===== config.mk =====
export PLATFORM = sky130hd
export DESIGN_NAME = paged_translation_with_replacement_core
export DESIGN_NICKNAME = d
export VERILOG_FILES = /design/src/rtl/core/ptr_pkg.sv /design/src/rtl/core/ptr_page_table.sv /design/src/rtl/core/ptr_frame_records.sv /design/src/rtl/core/paged_translation_with_replacement_core.sv
export SDC_FILE = /design/constraint.sdc
export NUM_CORES = 1
export LEC_CHECK = 0
export BUFFER_PORTS_ARGS = -buffer_cell sky130_fd_sc_hd__buf_2
export CAP_MARGIN = 10
export CELL_PAD_IN_SITES_DETAIL_PLACEMENT = 0
export CELL_PAD_IN_SITES_GLOBAL_PLACEMENT = 1
export CORE_UTILIZATION = 30
export CTS_CLUSTER_DIAMETER = 150
export DETAILED_ROUTE_END_ITERATION = 12
export PLACE_DENSITY_LB_ADDON = 0.2
export SLEW_MARGIN = 10
export SYNTH_ARGS = -nofsm -noshare
export SYNTH_HDL_FRONTEND = slang
export SYNTH_HIERARCHICAL = 1
export SYNTH_SLANG_ARGS = --single-unit

===== constraint.sdc =====
create_clock -name i_clk -period 5.8 [get_ports i_clk]
set_input_delay 0 -clock i_clk [delete_from_list [all_inputs] [get_ports i_clk]]
set_output_delay 0 -clock i_clk [all_outputs]
set_load 0.02 [all_outputs]

===== src/rtl/core/ptr_pkg.sv =====
// Shared types and constants for the paged translation core.
// Field widths, replacement mode codes and control bundles between modules.
// No dependencies.
package ptr_pkg;

    // Field widths fixed by the interface
    localparam int VA_W    = 12;
    localparam int PA_W    = 10;
    localparam int EP_W    = 4;
    localparam int MODE_W  = 2;
    localparam int STAMP_W = 32;
    localparam int COUNT_W = 16;

    // Default geometry
    localparam int DEF_PAGE_BITS     = 8;
    localparam int DEF_VIRTUAL_PAGES = 16;
    localparam int DEF_FRAMES        = 4;

    // Saturation limits of the usage records
    localparam logic [STAMP_W-1:0] STAMP_MAX = {STAMP_W{1'b1}};
    localparam logic [COUNT_W-1:0] COUNT_MAX = {COUNT_W{1'b1}};

    // Replacement mode codes
    localparam logic [MODE_W-1:0] MODE_FIFO    = 2'd0;
    localparam logic [MODE_W-1:0] MODE_LRU     = 2'd1;
    localparam logic [MODE_W-1:0] MODE_LFU     = 2'd2;
    localparam logic [MODE_W-1:0] MODE_INVALID = 2'd3;

    // Page table control
    typedef struct packed {
        logic rd_en;
        logic load_en;
        logic unmap_en;
    } t_pt_ctrl;

    // Frame record control
    typedef struct packed {
        logic capture;
        logic hit_en;
        logic load_en;
        logic fifo_pop;
    } t_fr_ctrl;

endpackage


===== src/rtl/core/ptr_page_table.sv =====
// Page table: synchronous frame-number memory plus present bits in flops.
// Uses ptr_pkg for the control bundle.
module ptr_page_table
    import ptr_pkg::*;
#(
    parameter int VIRTUAL_PAGES = DEF_VIRTUAL_PAGES,
    parameter int FRAMES        = DEF_FRAMES,
    localparam int PT_W = (VIRTUAL_PAGES > 2) ? $clog2(VIRTUAL_PAGES) : 1,
    localparam int FR_W = (FRAMES > 2) ? $clog2(FRAMES) : 1
) (
    input  logic                     i_clk,
    input  logic                     i_rst_n,
    input  t_pt_ctrl                 i_ctrl,
    input  logic [PT_W-1:0]          i_rd_addr,
    input  logic [PT_W-1:0]          i_wr_addr,
    input  logic [FR_W-1:0]          i_wr_frame,
    input  logic [PT_W-1:0]          i_unmap_addr,
    output logic [FR_W-1:0]          o_rd_frame,
    output logic [VIRTUAL_PAGES-1:0] o_present
);

    logic [FR_W-1:0]          r_frame_mem [VIRTUAL_PAGES];
    logic [FR_W-1:0]          r_rd_frame;
    logic [VIRTUAL_PAGES-1:0] r_present;

    // Frame memory: one write port, one registered read port
    always_ff @(posedge i_clk) begin
        if (i_ctrl.load_en) begin
            r_frame_mem[i_wr_addr] <= i_wr_frame;
        end
        if (i_ctrl.rd_en) begin
            r_rd_frame <= r_frame_mem[i_rd_addr];
        end
    end

    // Present bits; a load wins over an unmap of the same page
    always_ff @(posedge i_clk) begin
        if (!i_rst_n) begin
            r_present <= '0;
        end else begin
            if (i_ctrl.unmap_en) begin
                r_present[i_unmap_addr] <= 1'b0;
            end
            if (i_ctrl.load_en) begin
                r_present[i_wr_addr] <= 1'b1;
            end
        end
    end

    assign o_rd_frame = r_rd_frame;
    assign o_present  = r_present;

endmodule


===== src/rtl/core/ptr_frame_records.sv =====
// Per-frame usage records, access clock, FIFO ring and victim selection.
// Uses ptr_pkg for widths, mode codes and the control bundle.
module ptr_frame_records
    import ptr_pkg::*;
#(
    parameter int VIRTUAL_PAGES = DEF_VIRTUAL_PAGES,
    parameter int FRAMES        = DEF_FRAMES,
    localparam int PT_W = (VIRTUAL_PAGES > 2) ? $clog2(VIRTUAL_PAGES) : 1,
    localparam int FR_W = (FRAMES > 2) ? $clog2(FRAMES) : 1
) (
    input  logic              i_clk,
    input  logic              i_rst_n,
    input  t_fr_ctrl          i_ctrl,
    input  logic [MODE_W-1:0] i_mode,
    input  logic [FR_W-1:0]   i_frame,
    input  logic [PT_W-1:0]   i_page,
    output logic              o_free_found,
    output logic [FR_W-1:0]   o_free_frame,
    output logic [FR_W-1:0]   o_repl_frame,
    output logic [PT_W-1:0]   o_repl_owner
);

    logic [STAMP_W-1:0] r_stamp [FRAMES];
    logic [COUNT_W-1:0] r_count [FRAMES];
    logic [FRAMES-1:0]  r_used;
    logic [PT_W-1:0]    r_owner [FRAMES];
    logic [FR_W-1:0]    r_fifo  [FRAMES];
    logic [FR_W-1:0]    r_head;
    logic [FR_W-1:0]    r_tail;
    logic [STAMP_W-1:0] r_clock;

    logic               r_free_found;
    logic [FR_W-1:0]    r_free_frame;
    logic [FR_W-1:0]    r_repl_frame;

    logic               free_found;
    logic [FR_W-1:0]    free_frame;
    logic [FR_W-1:0]    lru_frame;
    logic [FR_W-1:0]    lfu_frame;
    logic [FR_W-1:0]    repl_frame;
    logic [STAMP_W-1:0] clock_tick;
    logic [FR_W-1:0]    head_inc;
    logic [FR_W-1:0]    tail_inc;

    // Lowest free frame
    always_comb begin
        free_found = 1'b0;
        free_frame = '0;
        for (int i = FRAMES - 1; i >= 0; i--) begin
            if (!r_used[i]) begin
                free_found = 1'b1;
                free_frame = FR_W'(i);
            end
        end
    end

    // Minimum stamp and minimum count; ties keep the lower frame
    always_comb begin
        logic [STAMP_W-1:0] best_stamp;
        logic [COUNT_W-1:0] best_count;
        best_stamp = r_stamp[0];
        best_count = r_count[0];
        lru_frame  = '0;
        lfu_frame  = '0;
        for (int i = 1; i < FRAMES; i++) begin
            if (r_stamp[i] < best_stamp) begin
                best_stamp = r_stamp[i];
                lru_frame  = FR_W'(i);
            end
            if (r_count[i] < best_count) begin
                best_count = r_count[i];
                lfu_frame  = FR_W'(i);
            end
        end
    end

    // Victim by mode
    always_comb begin
        unique case (i_mode)
            MODE_LRU: repl_frame = lru_frame;
            MODE_LFU: repl_frame = lfu_frame;
            default:  repl_frame = r_fifo[r_head];
        endcase
    end

    // Victim choice is captured with the item, while the page table read runs
    always_ff @(posedge i_clk) begin
        if (i_ctrl.capture) begin
            r_free_found <= free_found;
            r_free_frame <= free_frame;
            r_repl_frame <= repl_frame;
        end
    end

    assign clock_tick = (r_clock == STAMP_MAX) ? r_clock : r_clock + 1'b1;
    assign head_inc   = (r_head == FR_W'(FRAMES - 1)) ? '0 : r_head + 1'b1;
    assign tail_inc   = (r_tail == FR_W'(FRAMES - 1)) ? '0 : r_tail + 1'b1;

    // Usage records, clock and ring pointers
    always_ff @(posedge i_clk) begin
        if (!i_rst_n) begin
            r_used  <= '0;
            r_head  <= '0;
            r_tail  <= '0;
            r_clock <= '0;
            for (int i = 0; i < FRAMES; i++) begin
                r_stamp[i] <= '0;
                r_count[i] <= '0;
            end
        end else begin
            if (i_ctrl.hit_en) begin
                r_clock <= clock_tick;
                if (i_mode == MODE_LRU) begin
                    r_stamp[i_frame] <= clock_tick;
                end else if (i_mode == MODE_LFU && r_count[i_frame] != COUNT_MAX) begin
                    r_count[i_frame] <= r_count[i_frame] + 1'b1;
                end
            end
            if (i_ctrl.load_en) begin
                r_clock          <= clock_tick;
                r_used[i_frame]  <= 1'b1;
                r_stamp[i_frame] <= clock_tick;
                r_count[i_frame] <= COUNT_W'(1);
                r_tail           <= tail_inc;
            end
            if (i_ctrl.fifo_pop) begin
                r_head <= head_inc;
            end
        end
    end

    // Owner and ring entries hold no reset value
    always_ff @(posedge i_clk) begin
        if (i_ctrl.load_en) begin
            r_owner[i_frame] <= i_page;
            r_fifo[r_tail]   <= i_frame;
        end
    end

    assign o_free_found = r_free_found;
    assign o_free_frame = r_free_frame;
    assign o_repl_frame = r_repl_frame;
    assign o_repl_owner = r_owner[r_repl_frame];

endmodule


===== src/rtl/core/paged_translation_with_replacement_core.sv =====
// Top level of the paged translation core with FIFO/LRU/LFU replacement.
// Uses ptr_pkg, ptr_page_table and ptr_frame_records.
//
// Usage:
//   Input channel: i_in_valid / o_in_stall carry one virtual address per item.
//   Output channel: o_out_valid / i_out_stall carry one result per item:
//   physical address, page fault, eviction flag and page, error flag.
//   Config channel: i_cfg_valid / o_cfg_ready write the 2-bit replacement
//   mode (0 FIFO, 1 LRU, 2 LFU, 3 invalid); write it only while idle.
// Timing:
//   In IDLE an item is accepted while the synchronous page-table read and the
//   victim selection are registered; in EXEC it resolves hit or miss and writes
//   back, and the result enters the output register as EXEC ends. A new item is
//   accepted only in IDLE, after the page table read-modify-write of the last.
// Stall:
//   A result waits in the output register while i_out_stall is high. The next
//   item is still accepted and finishes once the register frees.
// Reset:
//   Synchronous, active low. All pages absent, all frames free, usage records
//   and the access clock zero, mode FIFO, output empty.
module paged_translation_with_replacement_core
    import ptr_pkg::*;
#(
    parameter int PAGE_BITS     = DEF_PAGE_BITS,
    parameter int VIRTUAL_PAGES = DEF_VIRTUAL_PAGES,
    parameter int FRAMES        = DEF_FRAMES
) (
    input  logic              i_clk,
    input  logic              i_rst_n,
    input  logic              i_in_valid,
    output logic              o_in_stall,
    input  logic [VA_W-1:0]   i_virtual_address,
    output logic              o_out_valid,
    input  logic              i_out_stall,
    output logic [PA_W-1:0]   o_phys_addr,
    output logic              o_page_fault,
    output logic              o_evicted,
    output logic [EP_W-1:0]   o_evicted_page,
    output logic              o_error,
    input  logic              i_cfg_valid,
    output logic              o_cfg_ready,
    input  logic [MODE_W-1:0] i_cfg_data
);

    localparam int PT_W = (VIRTUAL_PAGES > 2) ? $clog2(VIRTUAL_PAGES) : 1;
    localparam int FR_W = (FRAMES > 2) ? $clog2(FRAMES) : 1;
    localparam int PH_W = FR_W + VA_W;
    localparam int EV_W = (PT_W > EP_W) ? PT_W : EP_W;

    localparam logic S_IDLE = 1'b0;
    localparam logic S_EXEC = 1'b1;

    logic                 r_state, n_state;
    logic [MODE_W-1:0]    r_mode;
    logic [PT_W-1:0]      r_page;
    logic [PAGE_BITS-1:0] r_offset;
    logic                 r_oor;

    logic                 r_out_valid;
    logic [PA_W-1:0]      r_phys;
    logic                 r_fault;
    logic                 r_evicted;
    logic [EP_W-1:0]      r_ev_page;
    logic                 r_error;

    t_pt_ctrl             pt_ctrl;
    t_fr_ctrl             fr_ctrl;
    logic [FR_W-1:0]      pt_rd_frame;
    logic [VIRTUAL_PAGES-1:0] pt_present;
    logic                 fr_free_found;
    logic [FR_W-1:0]      fr_free_frame;
    logic [FR_W-1:0]      fr_repl_frame;
    logic [PT_W-1:0]      fr_repl_owner;

    logic                 accept;
    logic                 out_free;
    logic                 done;
    logic [VA_W-1:0]      in_page;
    logic                 present;
    logic                 hit;
    logic                 miss;
    logic                 use_free;
    logic                 repl_ok;
    logic                 mode_err;
    logic                 evict;
    logic                 load;
    logic                 err;
    logic [FR_W-1:0]      frame_sel;
    logic [PH_W-1:0]      phys_full;
    logic [EV_W-1:0]      owner_ext;

    // Handshakes
    assign o_in_stall  = (r_state != S_IDLE);
    assign accept      = i_in_valid && !o_in_stall;
    assign out_free    = !r_out_valid || !i_out_stall;
    assign done        = (r_state == S_EXEC) && out_free;
    assign o_cfg_ready = 1'b1;

    // Mode register
    always_ff @(posedge i_clk) begin
        if (!i_rst_n) begin
            r_mode <= MODE_FIFO;
        end else if (i_cfg_valid) begin
            r_mode <= i_cfg_data;
        end
    end

    // Sequencer
    always_comb begin
        n_state = r_state;
        unique case (r_state)
            S_IDLE: if (accept) n_state = S_EXEC;
            S_EXEC: if (out_free) n_state = S_IDLE;
            default: n_state = S_IDLE;
        endcase
    end

    always_ff @(posedge i_clk) begin
        if (!i_rst_n) begin
            r_state <= S_IDLE;
        end else begin
            r_state <= n_state;
        end
    end

    // Split the address when the item is taken
    assign in_page = VA_W'(i_virtual_address >> PAGE_BITS);

    always_ff @(posedge i_clk) begin
        if (accept) begin
            r_page   <= in_page[PT_W-1:0];
            r_offset <= i_virtual_address[PAGE_BITS-1:0];
            r_oor    <= (in_page >= VA_W'(VIRTUAL_PAGES));
        end
    end

    // Resolve hit, free load, replacement or error
    assign present   = pt_present[r_page];
    assign hit       = !r_oor && present;
    assign miss      = !r_oor && !present;
    assign use_free  = miss && fr_free_found;
    assign repl_ok   = miss && !fr_free_found && (r_mode != MODE_INVALID);
    assign mode_err  = miss && !fr_free_found && (r_mode == MODE_INVALID);
    // The owner of a used frame always maps back to it, so presence suffices
    assign evict     = repl_ok && pt_present[fr_repl_owner];
    assign load      = use_free || repl_ok;
    assign err       = r_oor || mode_err;
    assign frame_sel = hit ? pt_rd_frame : (use_free ? fr_free_frame : fr_repl_frame);

    assign phys_full = (PH_W'(frame_sel) << PAGE_BITS) | PH_W'(r_offset);
    assign owner_ext = EV_W'(fr_repl_owner);

    // Output register
    always_ff @(posedge i_clk) begin
        if (!i_rst_n) begin
            r_out_valid <= 1'b0;
        end else if (done) begin
            r_out_valid <= 1'b1;
        end else if (!i_out_stall) begin
            r_out_valid <= 1'b0;
        end
    end

    always_ff @(posedge i_clk) begin
        if (done) begin
            r_phys    <= err ? '0 : phys_full[PA_W-1:0];
            r_fault   <= miss;
            r_evicted <= evict;
            r_ev_page <= evict ? owner_ext[EP_W-1:0] : '0;
            r_error   <= err;
        end
    end

    assign o_out_valid    = r_out_valid;
    assign o_phys_addr    = r_phys;
    assign o_page_fault   = r_fault;
    assign o_evicted      = r_evicted;
    assign o_evicted_page = r_ev_page;
    assign o_error        = r_error;

    // Control to the state holders
    always_comb begin
        pt_ctrl.rd_en    = accept;
        pt_ctrl.load_en  = done && load;
        pt_ctrl.unmap_en = done && evict;
        fr_ctrl.capture  = accept;
        fr_ctrl.hit_en   = done && hit;
        fr_ctrl.load_en  = done && load;
        fr_ctrl.fifo_pop = done && repl_ok && (r_mode == MODE_FIFO);
    end

    ptr_page_table #(
        .VIRTUAL_PAGES (VIRTUAL_PAGES),
        .FRAMES        (FRAMES)
    ) u_page_table (
        .i_clk        (i_clk),
        .i_rst_n      (i_rst_n),
        .i_ctrl       (pt_ctrl),
        .i_rd_addr    (in_page[PT_W-1:0]),
        .i_wr_addr    (r_page),
        .i_wr_frame   (frame_sel),
        .i_unmap_addr (fr_repl_owner),
        .o_rd_frame   (pt_rd_frame),
        .o_present    (pt_present)
    );

    ptr_frame_records #(
        .VIRTUAL_PAGES (VIRTUAL_PAGES),
        .FRAMES        (FRAMES)
    ) u_frame_records (
        .i_clk        (i_clk),
        .i_rst_n      (i_rst_n),
        .i_ctrl       (fr_ctrl),
        .i_mode       (r_mode),
        .i_frame      (frame_sel),
        .i_page       (r_page),
        .o_free_found (fr_free_found),
        .o_free_frame (fr_free_frame),
        .o_repl_frame (fr_repl_frame),
        .o_repl_owner (fr_repl_owner)
    );

endmodule

### After elaboration in Yosys (flattened, before gate mapping)

Memories as Yosys holds them, arrays and structs flattened. A register that Yosys moved wholly into a read port is not among the register bits.
Cells that the tools add are included.

* add/sub/neg operators: 4
* magnitude comparators: 13
* equality and inequality tests: 9
* muxes and demuxes: 65
* bitwise operators: 8
* reduce and logical (&&, ||, !) cells: 33

Operators with widths (count)
* $mux 32: 7
* $mux 16: 7
* $lt 32x32->1: 3
* $lt 16x16->1: 3
* $add 32x1->32 const B: 1
* $eq 32x32->1 const B: 1
* $reduce_or 32->1: 1
* $mux 2: 15
* $mux 1: 29
* $logic_and 1x1->1: 18
* $add 16x1->16 const B: 1
* $and 16x16->16: 1
* $ne 16x16->1 const B: 1
* $not 16->16: 1
* $or 16x16->16: 1
* $reduce_or 16->1: 1
* $lt 4x5->1 const B: 2
* $or 10x8->10: 1
* $bmux 1 s4: 2
* $demux 1 s4: 2
* $eq 2x2->1 const B: 4
* $ge 4x1->1 const B: 2
* $logic_not 1->1: 6
* $ge 4x5->1 const B: 1
* 17 further kinds: 21

* flip-flop bits (word level): 95
* RAM bits: 248
* input port bits: 19
* output and inout bits: 20
* logic and storage cells: 157
* memories kept: 5

Memories
* u_frame_records.r_stamp: depth 4, width 32, rd ports 4, clocked after Yosys merged registers in 0, write ports 4, line ptr_frame_records.sv:23 `logic [STAMP_W-1:0] r_stamp [FRAMES];`
* u_frame_records.r_count: depth 4, width 16, rd ports 5, clocked after Yosys merged registers in 0, write ports 4, line ptr_frame_records.sv:24 `logic [COUNT_W-1:0] r_count [FRAMES];`
* u_page_table.r_frame_mem: depth 16, width 2, rd ports 1, clocked after Yosys merged registers in 1, write ports 1, line ptr_page_table.sv:22 `logic [FR_W-1:0] r_frame_mem [VIRTUAL_PAGES];`
* u_frame_records.r_owner: depth 4, width 4, rd ports 1, clocked after Yosys merged registers in 1, write ports 1, line ptr_frame_records.sv:26 `logic [PT_W-1:0] r_owner [FRAMES];`
* u_frame_records.r_fifo: depth 4, width 2, rd ports 1, clocked after Yosys merged registers in 1, write ports 1, line ptr_frame_records.sv:27 `logic [FR_W-1:0] r_fifo [FRAMES];`

### Longest topological paths before layout

An unclocked memory read counts as a cell.

* word-level depth: 18
* gate-level depth with buffers: 28
* depth with buffers taken out: 26

### Hierarchy

Netlist, hierarchy kept.

Modules (own cells, without submodules)
* ptr_frame_records: times used 1, cells each 1507, area an instance 15896.5 µm², seq. area each 7517.2 µm²
* ptr_page_table: times used 1, cells each 145, area an instance 2068.2 µm², seq. area each 1341.3 µm²
* paged_translation_with_replacement_core: times used 1, cells each 103, area an instance 1619.1 µm², seq. area each 950.9 µm²

### Least setup slack after synthesis

Ideal clock, no wire load.

* path kind: reg-to-reg
* start: memory u_frame_records.r_stamp[1][15]
* end: register u_frame_records.r_repl_frame[1], in the netlist u_frame_records/o_repl_frame[1], data pin
* library setup time: 0.279 ns
* arrival: 5.862 ns
* data required time: 5.521 ns
* setup slack: -0.341 ns
* stages on the path, launching flop included: 26
* path buffers: 2
* clock period less this slack: 6.141 ns
* cells stage by stage: edfxtp_1 ha_1 nand4_1 or3_1 o32a_1 a21oi_1 nor2_1 clkbuf_1 a21oi_1 ha_1 a21oi_1 o221ai_1 a21o_1 a211oi_1 o21a_2 buf_6 mux2_4 ha_1 and4_1 o2111ai_1 o21bai_1 a311oi_1 nor2_1 nor4b_1 a211oi_1 a31oi_1

RTL lines
* start: declaration: line ptr_frame_records.sv:23
* end signal: assignment: line ptr_frame_records.sv:91 `r_repl_frame <= repl_frame;`
* end: declaration: line ptr_frame_records.sv:34 `logic [FR_W-1:0] r_repl_frame;`

==> impl_metrics.sql <==
INSERT INTO impl_metrics (metric_group, metric, value, unit) VALUES
('sta', 'period_share', '1.08', ''),
('placement', 'dp_slack', '-864', 'ps'),
('synth', 'syn_inst', '1755', ''),
('synth', 'synth_top_cells_by_area', 'sky130_fd_sc_hd__edfxtp_1 (44%), sky130_fd_sc_hd__ha_1 (9.4%), sky130_fd_sc_hd__dfxtp_1 (6.5%)', ''),
('pwr', 'power.leakage', '9.80', 'nW'),
('clock_network', 'cts_max_level', '2', ''),
('synth', 'ys_seq_area_frac', '0.501', ''),
('synth', 'yosys.area.top_type_share', '0.435', ''),
('sta', 'slew_headroom', '0.351', ''),
('clock_network', 'cts.sinks', '348', ''),
('synth', 'postSynthAreaPerCell', '11.2', 'sq um'),
('floorplan', 'floorplan.die.width', '258', 'microns'),
('setup_path', 'critPathArrivalTime', '6570', 'ps'),
('route', 'drt-vias-per-instance', '4.86', ''),
('placement', 'gp_congestion', '0.790', ''),
('floorplan', 'core_rows', '93', ''),
('finish', 'final_antenna_diode_count', '0', ''),
('placement', 'placed_cell_count', '2771', ''),
('setup_path', 'worst_ep_required_time', '6090', 'ps'),
('floorplan', 'initial_utilization', '0.304', ''),
('synth', 'synth_area', '0.0196', 'sq mm'),
('sta', 'fin_tns_setup', '-1690', 'ps'),
('sta', 'timing.clock.skew', '11.0', 'ps'),
('synth', 'synth_cell_type_count', '81', ''),
('route', 'detail_route.wl_per_cell', '19.0', 'microns'),
('setup_path', 'worst-path-max-fanout', '7', ''),
('hold_path', 'timing.hold.worst.class', 'in -> reg', ''),
('global_route', 'gr-usage-all-layers', '0.166', ''),
('global_route', 'wire_length_of_the_first_global_routing_pass', '85.7', 'mm'),
('outcome', 'status', 'complete, but fails checks', ''),
('synth', 'ys_top_cells_by_count', 'sky130_fd_sc_hd__edfxtp_1 (284), sky130_fd_sc_hd__nor2_1 (203), sky130_fd_sc_hd__inv_1 (148)', ''),
('clock_network', 'tritoncts_clock_tree', 'done', ''),
('finish', 'synthToLayoutAreaGrowth', '28.4', '%'),
('clock_network', 'insertion_delay', '560', 'ps'),
('sta', 'fin_crit', '6290', 'ps'),
('route', 'remaining_drc_errors', '0', ''),
('finish', 'fraction_of_layout_instances_using_a_drive_strength_above_1', '0.276', ''),
('global_route', 'grt_antenna_before_repair', '0', ''),
('floorplan', 'coreArea', '0.0645', 'sq mm'),
('synth', 'yosysMostFrequentCell', 'sky130_fd_sc_hd__edfxtp_1', ''),
('route', 'wl', '55.2', 'mm'),
('route', 'drtPass1Iterations', '5', ''),
('setup_path', 'timing.reg2reg.setup_slack', '-490', 'ps'),
('clock_network', 'cts.root.buffer_cell', 'sky130_fd_sc_hd__clkbuf_16', ''),
('clock_network', 'clk_path_buf_depth', '3', ''),
('clock_network', 'clk_pin_slew_worst_paths', '60', 'ps'),
('synth', 'synth-edff-count', '284', ''),
('setup_path', 'critical_path.reg2reg.endpoint', 'u_frame_records/o_repl_frame[1]', ''),
('synth', 'syn_nets', '1921', ''),
('placement', 'number_of_input_and_output_port_buffers_inserted', '37', ''),
('hold_path', 'min_delay_path_depth', '3', ''),
('route', 'postRouteAntennaNets', '0', ''),
('finish', 'multi_input_area', '0.00995', 'sq mm'),
('sta', 'finalSetupViolCount', '4', ''),
('floorplan', 'die_h', '258', 'microns'),
('setup_path', 'critical_path.reg2reg.startpoint', 'u_frame_records/r_stamp[1][10]', ''),
('placement', 'place.detailed.hpwl', '38.2', 'mm'),
('sta', 'layout_setup_ws', '-485', 'ps'),
('floorplan', 'floorplan.io_pins', '39', ''),
('synth', 'ys_async_sr_fraction', '0', ''),
('setup_path', 'worst_path_most_repeated_cell', 'sky130_fd_sc_hd__nor2_4', ''),
('hold_path', 'timing.hold.worst.start', 'i_rst_n', ''),
('outcome', 'failed_checks', 'setup timing', ''),
('setup_path', 'crit_path_start_kind', 'flip-flop', ''),
('sta', 'hold_violations', '0', ''),
('synth', 'synth_top_flop_cell', 'sky130_fd_sc_hd__edfxtp_1', ''),
('global_route', 'maximum_number_of_pins_on_one_net_before_global_route_repair', '53', ''),
('sta', 'hold-worst-slack', '32.9', 'ps'),
('setup_path', 'slowest_delay', '430', 'ps'),
('route', 'dr_total_vias', '14098', ''),
('finish', 'finish.net_count', '2181', '');
==> state kept, by name, summed over array words and instances (netlist names), 8 cells and up, named ones only <==
name                      flops
u_frame_records/r_owner      16
u_page_table/o_present       16
o_phys_addr                  10
r_offset                      8
u_frame_records/r_stamp     128
u_frame_records/r_count      64
u_page_table/r_frame_mem     32
u_frame_records/r_fifo        8
u_frame_records/r_clock      32
==> cells in the final DEF, fill, tap and decap left out, types with 10 or more instances in the layout <==
cell type | Yosys | routed
sky130_fd_sc_hd__a21o_1 | 17 | 17
sky130_fd_sc_hd__a21oi_1 | 78 | 36
sky130_fd_sc_hd__a21oi_2 | 0 | 28
sky130_fd_sc_hd__a21oi_4 | 0 | 14
sky130_fd_sc_hd__and2_1 | 45 | 45
sky130_fd_sc_hd__buf_12 | 0 | 10
sky130_fd_sc_hd__buf_2 | 14 | 37
sky130_fd_sc_hd__buf_4 | 3 | 212
sky130_fd_sc_hd__clkbuf_16 | 0 | 44
sky130_fd_sc_hd__clkinv_2 | 0 | 10
sky130_fd_sc_hd__dfxtp_1 | 64 | 64
sky130_fd_sc_hd__dlygate4sd3_1 | 0 | 18
sky130_fd_sc_hd__edfxtp_1 | 284 | 284
sky130_fd_sc_hd__ha_1 | 147 | 117
sky130_fd_sc_hd__ha_4 | 0 | 29
sky130_fd_sc_hd__inv_1 | 148 | 147
sky130_fd_sc_hd__mux2_2 | 18 | 18
sky130_fd_sc_hd__mux2_4 | 31 | 31
sky130_fd_sc_hd__mux2i_1 | 26 | 21
sky130_fd_sc_hd__mux4_2 | 28 | 28
sky130_fd_sc_hd__nand2_1 | 101 | 101
sky130_fd_sc_hd__nand2b_1 | 15 | 15
sky130_fd_sc_hd__nand3_1 | 43 | 40
sky130_fd_sc_hd__nand4_1 | 38 | 38
sky130_fd_sc_hd__nor2_1 | 203 | 188
sky130_fd_sc_hd__nor2b_1 | 22 | 21
sky130_fd_sc_hd__nor3_1 | 85 | 79
sky130_fd_sc_hd__nor4_1 | 11 | 10
sky130_fd_sc_hd__o21a_1 | 31 | 31
sky130_fd_sc_hd__o21ai_0 | 32 | 28
sky130_fd_sc_hd__xnor2_1 | 42 | 42
sky130_fd_sc_hd__xor2_1 | 32 | 32
==> critical path, delay by kind of cell (launching register included) <==
| family | cells | cell delay [ps] |
|---|---|---|
| compound gates | 10 | 2420 |
| fa+ha+maj | 3 | 910 |
| buf+inv | 5 | 740 |
| flops | 1 | 410 |
| mux | 1 | 320 |
| simple gates | 7 | 1180 |
==> layer usage <==
layer | GRT usage | share of wire
met1 | 0.232 | 0.49
met2 | 0.271 | 0.47
met3 | 0.0216 | 0.027
met4 | 0.0426 | 0.019
met5 | 0 | 0
==> through the flow <==
stage | utilization | instance area [sq um]
floorplan | - | 19600
global placement | 0.343 | 22100
detailed placement | 0.343 | 22100
CTS | 0.380 | 24500
global route | 0.390 | 25200
finish | 0.390 | 25200
==> cell type report <==
class / count / area share
repair buffers: 291 / 0.0959
well taps: 855 / 0.0425
multi-input cells: 1185 / 0.396
flip-flops and latches: 348 / 0.390
clock buffers: 55 / 0.0453
inverters: 148 / 0.0221
clock inverters: 20 / 0.00846
==> where the power goes <==
group | internal (W) | switching (W) | leakage [nW]
clock | 0.00156 | 0.00106 | 0.664
sequential | 0.00281 | 0.0000767 | 3.32
combinational | 0.000689 | 0.000735 | 5.81
total | 0.00506 | 0.00187 | 9.80
==> logic make-up after synthesis <==
family	Yosys count	share of synthesized area
AOI/OAI and AO/OA	239	0.0817
xor gates and xnor gates	74	0.0331
adders and majority gates	147	0.0939
buffers and inverters	222	0.0463
DFF	348	0.501
muxes	115	0.0928
other	1	0.000191
and+or+nand+nor	609	0.151
==> how the worst max path moves through the flow <==
stage                                              start                              end  slack [ps]  depth (start not counted)
after global placement     u_frame_records/r_count[1][1]  u_frame_records/o_repl_frame[1]        -800                         24
after global routing      u_frame_records/r_stamp[1][15]  u_frame_records/o_repl_frame[1]        -780                         27
after detailed placement  u_frame_records/r_stamp[1][13]  u_frame_records/o_repl_frame[1]        -860                         27
after floorplan           u_frame_records/r_stamp[1][15]  u_frame_records/o_repl_frame[1]           6                         25
final                     u_frame_records/r_stamp[1][10]  u_frame_records/o_repl_frame[1]        -490                         26
after CTS                 u_frame_records/r_stamp[1][15]  u_frame_records/o_repl_frame[1]        -490                         28
==> timing repair <==
| item | in CTS | in global routing |
|---|---|---|
| resized for setup | 100 | 74 |
| setup endpoints to repair | 4 | 4 |
| endpoints found under the hold margin | 18 | 0 |
| hold buffers | 18 | 0 |
| buffers inserted | 17 | 15 |
| gates cloned | 4 | 2 |
| pin swaps | 50 | 43 |
Power figures use the tool's default switching activity.
